## src/sv/float_quantize_saturate_int_assert.svh

```systemverilog
// Assertion macros for the float quantizer.
`ifndef FLOAT_QUANTIZE_SATURATE_INT_ASSERT_SVH
`define FLOAT_QUANTIZE_SATURATE_INT_ASSERT_SVH
// Implication checked on every rising clock edge outside reset.
`define FQS_ASSERT_IMP(label, ante, cons) \
  label: assert property (@(posedge clk) disable iff (!rst_n) (ante) |-> (cons)) \
    else $error("assertion failed");
// Implication whose consequent is checked in the cycle after the antecedent.
`define FQS_ASSERT_NXT(label, ante, cons) \
  label: assert property (@(posedge clk) disable iff (!rst_n) (ante) |=> (cons)) \
    else $error("assertion failed");
`endif

```

## src/sv/fqs_pkg.sv

```systemverilog
// Package for the float quantizer: constants and shared types.
package fqs_pkg;
  localparam logic [31:0] SCALE_RESET = 32'h3F80_0000;
  localparam int unsigned STAGES = 4;
  typedef enum logic {CFG_SCALE = 1'b0, CFG_NARROW = 1'b1} cfg_idx_t;
  localparam logic signed [15:0] LIM16_HI = 16'sd32767;
  localparam logic signed [15:0] LIM16_LO = -16'sd32768;
  localparam logic signed [15:0] LIM8_HI  = 16'sd127;
  localparam logic signed [15:0] LIM8_LO  = -16'sd127;
  // Item class after the multiply.
  typedef enum logic [1:0] {K_NUM = 2'd0, K_ZERO = 2'd1, K_SAT = 2'd2, K_NAN = 2'd3} kind_t;
endpackage

```

## src/sv/float_quantize_saturate_int.sv

```systemverilog
// Top level: float32 times scale, round half away, saturate to int16/int8.
//
//  channel | direction | transfer payload
//  in_     | slave     | tdata[31:0] sample_bits, tlast last_in
//  out_    | master    | tdata[15:0] quantized (signed), tlast last_out
//  cfg_    | slave     | index 0 scale_bits, 1 narrow_mode; data 32 bits
//
// Four-stage pipeline, one transfer per cycle while the output is not stalled.
// Stage 1 unpacks and multiplies mantissas (24x24), stage 2 normalizes and
// rounds the product to float32, stage 3 aligns to an integer with guard bit,
// stage 4 rounds half away from zero and saturates.
// Synchronous active-low reset clears all valid bits; config resets to 1.0 and
// 16-bit mode. All stages advance together when the output stage is free.
module float_quantize_saturate_int
  import fqs_pkg::*;
(
  input  logic        clk,
  input  logic        rst_n,
  input  logic        in_tvalid,
  output logic        in_tready,
  input  logic [31:0] in_tdata,   // [31:0] sample_bits
  input  logic        in_tlast,
  output logic        out_tvalid,
  input  logic        out_tready,
  output logic [15:0] out_tdata,  // [15:0] quantized
  output logic        out_tlast,
  input  logic        cfg_valid,
  output logic        cfg_ready,
  input  logic        cfg_index,
  input  logic [31:0] cfg_data
);
`include "float_quantize_saturate_int_assert.svh"

  logic [31:0] scale_r;
  logic        narrow_r;
  logic [STAGES-1:0] vld_r;
  logic        adv;

  assign adv       = !vld_r[STAGES-1] || out_tready;
  assign in_tready = adv;
  assign cfg_ready = 1'b1;

  always_ff @(posedge clk) begin
    if (!rst_n) begin
      scale_r  <= SCALE_RESET;
      narrow_r <= 1'b0;
    end else if (cfg_valid) begin
      unique case (cfg_idx_t'(cfg_index))
        CFG_SCALE:  scale_r  <= cfg_data;
        CFG_NARROW: narrow_r <= cfg_data[0];
        default: ;
      endcase
    end
  end

  always_ff @(posedge clk) begin
    if (!rst_n) vld_r <= '0;
    else if (adv) vld_r <= {vld_r[STAGES-2:0], in_tvalid};
  end

  // ---------------- stage 1: unpack, special cases, mantissa multiply
  logic        a_s_nxt, a_s_r;
  kind_t       a_k_nxt, a_k_r;
  logic signed [10:0] a_e_nxt, a_e_r;  // unbiased-ish sum of exponents
  logic [47:0] a_m_nxt, a_m_r;
  logic        a_l_r;
  always_comb begin
    logic [7:0] ex, es;
    logic [23:0] mx, ms;
    logic xz, sz, xi, si, xn, sn;
    ex = in_tdata[30:23]; es = scale_r[30:23];
    xz = (ex == 8'd0); sz = (es == 8'd0);
    mx = {!xz, in_tdata[22:0]}; ms = {!sz, scale_r[22:0]};
    xi = (ex == 8'hFF) && (in_tdata[22:0] == 23'd0);
    si = (es == 8'hFF) && (scale_r[22:0] == 23'd0);
    xn = (ex == 8'hFF) && !xi; sn = (es == 8'hFF) && !si;
    a_s_nxt = in_tdata[31] ^ scale_r[31];
    a_m_nxt = mx * ms;
    a_e_nxt = $signed({3'b0, xz ? 8'd1 : ex}) + $signed({3'b0, sz ? 8'd1 : es})
              - 11'sd127;
    if (xn || sn || (xi && (scale_r[30:0] == 31'd0)) || (si && (in_tdata[30:0] == 31'd0)))
      a_k_nxt = K_NAN;
    else if (xi || si) a_k_nxt = K_SAT;
    else a_k_nxt = K_NUM;
  end
  always_ff @(posedge clk) if (adv) begin
    a_s_r <= a_s_nxt; a_k_r <= a_k_nxt; a_e_r <= a_e_nxt; a_m_r <= a_m_nxt;
    a_l_r <= in_tlast;
  end

  // ---------------- stage 2: normalize and round to float32
  // Value = m * 2^(e-127-46). Only results >= 2^-1 matter; tiny products give 0,
  // huge ones (biased exponent >= 127+16) saturate. Subnormal rounding never
  // reaches 0.5, so a flush to zero is exact here. A subnormal operand leaves
  // leading zeros in m; the leading-zero count normalizes it.
  logic        b_s_r;
  kind_t       b_k_nxt, b_k_r;
  logic [4:0]  b_e_nxt, b_e_r;   // unbiased exponent 0..15 (or -1 mapped)
  logic        b_h_nxt, b_h_r;   // value in [0.5,1)
  logic [23:0] b_m_nxt, b_m_r;
  logic        b_l_r;
  always_comb begin
    logic [47:0] nm;
    logic signed [10:0] ue;
    logic [24:0] rm;
    logic [5:0] lz;
    logic lsb, g, st;
    lz = 6'd0;
    for (int i = 0; i < 48; i++) if (a_m_r[i]) lz = 6'(47 - i);
    nm = a_m_r << lz;
    ue = a_e_r - 11'sd126 - $signed({5'd0, lz});
    lsb = nm[24]; g = nm[23]; st = |nm[22:0];
    rm = {1'b0, nm[47:24]} + {24'd0, g && (st || lsb)};
    if (rm[24]) begin rm = rm >> 1; ue = ue + 11'sd1; end
    b_m_nxt = rm[23:0];
    b_e_nxt = ue[4:0];
    b_h_nxt = (ue == -11'sd1);
    b_k_nxt = a_k_r;
    if (a_k_r == K_NUM) begin
      if (a_m_r == 48'd0) b_k_nxt = K_ZERO;
      else if (ue < -11'sd1) b_k_nxt = K_ZERO;
      else if (ue > 11'sd15) b_k_nxt = K_SAT;
    end
  end
  always_ff @(posedge clk) if (adv) begin
    b_s_r <= a_s_r; b_k_r <= b_k_nxt; b_e_r <= b_e_nxt; b_h_r <= b_h_nxt;
    b_m_r <= b_m_nxt; b_l_r <= a_l_r;
  end

  // ---------------- stage 3: shift to integer with half bit
  logic        c_s_r;
  kind_t       c_k_r;
  logic [16:0] c_i_nxt, c_i_r;   // magnitude * 2, bit0 = half
  logic        c_l_r;
  always_comb begin
    logic [38:0] w;
    w = {15'd0, b_m_r} << b_e_r;  // integer part at [38:23], half at [22]
    c_i_nxt = b_h_r ? 17'd1 : w[38:22];
  end
  always_ff @(posedge clk) if (adv) begin
    c_s_r <= b_s_r; c_k_r <= b_k_r; c_i_r <= c_i_nxt; c_l_r <= b_l_r;
  end

  // ---------------- stage 4: round away, saturate
  logic signed [15:0] d_q_nxt, d_q_r;
  logic        d_l_r;
  always_comb begin
    logic [16:0] mag;
    logic signed [15:0] hi, lo;
    hi = narrow_r ? LIM8_HI : LIM16_HI;
    lo = narrow_r ? LIM8_LO : LIM16_LO;
    mag = {1'b0, c_i_r[16:1]} + {16'd0, c_i_r[0]};
    unique case (c_k_r)
      K_NAN:  d_q_nxt = lo;
      K_ZERO: d_q_nxt = 16'sd0;
      K_SAT:  d_q_nxt = c_s_r ? lo : hi;
      default: begin
        if (c_s_r) d_q_nxt = (mag >= {1'b0, -lo}) ? lo : -$signed(mag[15:0]);
        else       d_q_nxt = (mag >= {1'b0, hi}) ? hi : $signed(mag[15:0]);
      end
    endcase
  end
  always_ff @(posedge clk) if (adv) begin
    d_q_r <= d_q_nxt; d_l_r <= c_l_r;
  end

  assign out_tvalid = vld_r[STAGES-1];
  assign out_tdata  = d_q_r;
  assign out_tlast  = d_l_r;

  `FQS_ASSERT_IMP(a_ready, !out_tvalid, in_tready)
  `FQS_ASSERT_NXT(a_hold, out_tvalid && !out_tready, out_tvalid && $stable(out_tdata))
  `FQS_ASSERT_IMP(a_narrow, out_tvalid && narrow_r,
    ($signed(out_tdata) <= 16'sd127) && ($signed(out_tdata) >= -16'sd127))
endmodule

```

## config.mk

```make
export PLATFORM = sky130hd
export DESIGN_NAME = float_quantize_saturate_int
export DESIGN_NICKNAME = d
export VERILOG_FILES = /design/src/sv/fqs_pkg.sv /design/src/sv/float_quantize_saturate_int.sv
export VERILOG_INCLUDE_DIRS = /design/src /design/src/sv
export SDC_FILE = /design/constraint.sdc
export NUM_CORES = 2
export LEC_CHECK = 0
export ABC_AREA = 1
export ABC_CLOCK_PERIOD_IN_PS = 10700
export CORE_ASPECT_RATIO = 1.75
export CORE_MARGIN = 2
export CORE_UTILIZATION = 50
export CTS_BUF_LIST = sky130_fd_sc_hd__clkbuf_8
export CTS_CLUSTER_SIZE = 10
export DETAILED_ROUTE_END_ITERATION = 6
export DONT_BUFFER_PORTS = 1
export PLACE_DENSITY = 0.69
export SKIP_LAST_GASP = 1
export SLEW_MARGIN = 20
export SYNTH_ARGS = -nofsm -noshare
export SYNTH_HDL_FRONTEND = slang
export SYNTH_SLANG_ARGS = --single-unit
```

## constraint.sdc

```tcl
create_clock -name clk -period 10.7 [get_ports clk]
set_input_delay 1.07 -clock clk [delete_from_list [all_inputs] [get_ports clk]]
set_output_delay 1.07 -clock clk [all_outputs]
set_load 0.02 [all_outputs]
```

==> flow_summary.toml <==
[clocking]
cts_tree = "done"
clk_pin_slew_ns = 0.11
clockRootBuffer = "clkbuf_8"
htreeDepth = 4
cts_repair_resize_count = 0
cts_max_path_buffers = 2
insertion_delay_ns = 0.53
numCtsBuffers = 17
post-cts-setup-buffer-count = 0
cts_hold_buf = 0
cts_sinks = 171

[grt]
antenna_found_initial = 9
grt.overflow.total = 0
grt_pass1_wl_mm = 154.6
grt_use_met3 = 0.04825
grtUsageMet2 = 0.5796
grt_pass1_vias = 29260
grt_max_degree = 71
top_usage_layer = "met2"
gr-usage-met1 = 0.2938
gr-usage-all-layers = 0.3062

[placed_design]
dpl.hpwl_mm = 80.20
portBuffers = 0
place_area_um2 = 32390
routabilityCongestion = 1.018
dpl.cell_count = 4870

[timing]
slew_violations = 0
min_period_ns = 9.500
max_freq_mhz = 105.3
tns_ns = 0
worst_slew_pin_slew_ns = 1.071
fin_skew_ns = 0.01842
max_slew_margin = 0.2849
finalCritPeriodShare = 0.8878
setup_viol = 0
rsz0062_at_grt = "false"
finalHoldViolations = 0

[worst_hold_path]
min_path_type = "flip-flop to flip-flop"

[cells_and_area]
fin_area_um2 = 32780
drive_gt1_frac = 0.02905
nets = 4863
fill_cells = 6256
layout.cells.non_filler = 4909
most-common-layout-cells = "1115 x nand2_1, 908 x inv_1, 484 x fa_1"
syn_to_final_growth_pct = 2.528
layout_commonest_cell = "nand2_1"

[synthesis]
synth_fp_nets = 5035
yosysWarnings = 0
syn-instance-count = 4255
synth-xor-area-share = 0.02712
synthArstFlopShare = 0
yosys.area_share.adder = 0.3911
synth_top_family_by_area = "adder cells"
syn_area_um2 = 31970
synth_area_per_cell_um2 = 7.514
ys_types = 60
ys.flop_type = "edfxtp_1"
synth_compound_area_frac = 0.05459
yosysSeqAreaShare = 0.1490
synth_mux_area_frac = 0.001565
post_synth_and_or_nand_nor_area_fraction = 0.2387
synth_seq_cells = 171
synth_edf_count = 134

[routing]
routedWlPerCell_um = 20.09
drc = 0
first_pass_iters = 7
wirelength_mm = 98.62
postRouteAntennaNets = 0
drt_iter0_drc = 1342
vias = 27470
vias_per_cell = 5.596

[floorplan]
die_height_um = 338.5
pin_count = 91
rows = 122
coreArea_um2 = 63200
die_w_um = 195.2
fp.dieArea_um2 = 66060
initial_core_util = 0.5059

[power_and_ir_drop]
p_leak_nw = 17.32
powerDensity_nw_per_um2 = 287.9
power_mw = 9.435
peakVddDrop_v = 0.0001785

[setup_path]
crit_path_end_kind = "flip-flop"
worstPathRequired_ns = 10.98
worst-endpoint-arrival_ns = 9.78
crit_fanout = 19
slowest_stage = "dfxtp_1"
critical_path_class = "flip-flop to flip-flop"
cpPeakStageDelay_ns = 1.04
r2r_slack_ns = 1.20
crit_top_cell = "inv_1"
start_kind = "flip-flop"

[run]
max_cap_viol_count = 0

[status]
status = "completed"
[power by group]
group          internal [mW]  switching, mW  leakage [nW]
clock network          0.188          0.281         0.198
registers               1.26          0.242          1.75
logic                   2.65           4.82          15.4
total                   4.10           5.34          17.3
[critical path: cells and delay by family, from the launching register on]
kind	cells	cell delay, ns
buf+inv	9	0.53
compound gates	14	2.93
fa+ha+maj	8	3.42
xor+xnor	1	0.13
flops	1	1.04
simple gates	11	1.19
[registers in the layout (all words and copies together), names as in the netlist, 2 cells and up]
name,cells
b_m_r,24
a_k_r,2
vld_r,4
c_i_r,17
scale_r,32
a_m_r,48
b_e_r,5
a_e_r,10
b_k_r,2
c_k_r,2
out_tdata,16
[routing by layer]
| metal | up-vias | routed length (um) | share of wire |
|---|---|---|---|
| li1 | 12650 | - | - |
| met1 | 13420 | 31660 | 0.32 |
| met2 | 984 | 52520 | 0.53 |
| met3 | 412 | 5751 | 0.058 |
| met4 | 6 | 8647 | 0.088 |
| met5 | - | 32 | 0.00032 |
[layout make-up]
| cell class | instances | area (um2) | area share |
|---|---|---|---|
| sequential | 171 | 4766 | 0.1454 |
| tap | 806 | 1008 | 0.03077 |
| clock buffer | 17 | 234.0 | 0.007138 |
| inverter | 920 | 3458 | 0.1055 |
| timing repair buffer | 44 | 330.3 | 0.01008 |
| antenna | 7 | 17.52 | 0.0005344 |
| clock inverter | 15 | 138.9 | 0.004237 |
| multi-input combinational | 2929 | 22830 | 0.6964 |
[cells by family (layout without fill, tap and decap cells)]
group                    count (synthesis)  in the layout
XOR/XNOR                                99             99
AO/OA/AOI/OAI                          308            308
other                                    1              8
multiplexers                             5              5
buffers and inverters                 1155            996
AND/OR/NAND/NOR                       1807           1807
flip-flops                             171            171
adder cells (fa/ha/maj)                709            709
[per-stage QoR]
stage / hold slack, ns / setup slack, ns / utilization
2_1_floorplan: 0.4003 / 1.646 / -
3_3_place_gp: 0.4012 / 1.047 / 0.5125
3_5_place_dp: 0.4061 / 1.022 / 0.5125
4_1_cts: 0.4303 / 1.231 / 0.5184
5_1_grt: 0.4352 / 0.3387 / 0.5185
6_report: 0.4213 / 1.200 / 0.5187
[worst paths after layout]
check	startpoint	endpoint	cells past startpoint
worst min-delay path	c_l_r	out_tlast	0
worst max register to register	scale_r[8]	a_m_r[46]	43
worst max-delay path	scale_r[8]	a_m_r[46]	43
worst min register to register	c_l_r	out_tlast	0
[cell usage after synthesis (all sizes together) (7+ instances only)]
cell	number	area share
nand4	39	0.0076
fa	484	0.30
nand3	394	0.062
nand2	1127	0.13
o21bai	7	0.0016
edfxtp	134	0.13
o211ai	19	0.0045
o21ai	135	0.021
inv	914	0.11
a31oi	13	0.0025
nor3	32	0.0053
ha	225	0.088
buf	29	0.0055
nor2	171	0.021
xnor2	26	0.0071
xor2	73	0.020
nor4	28	0.0055
a21oi	99	0.016
clkbuf	206	0.024
dfxtp	37	0.023
Note: power is estimated with default switching activity, not from simulation.
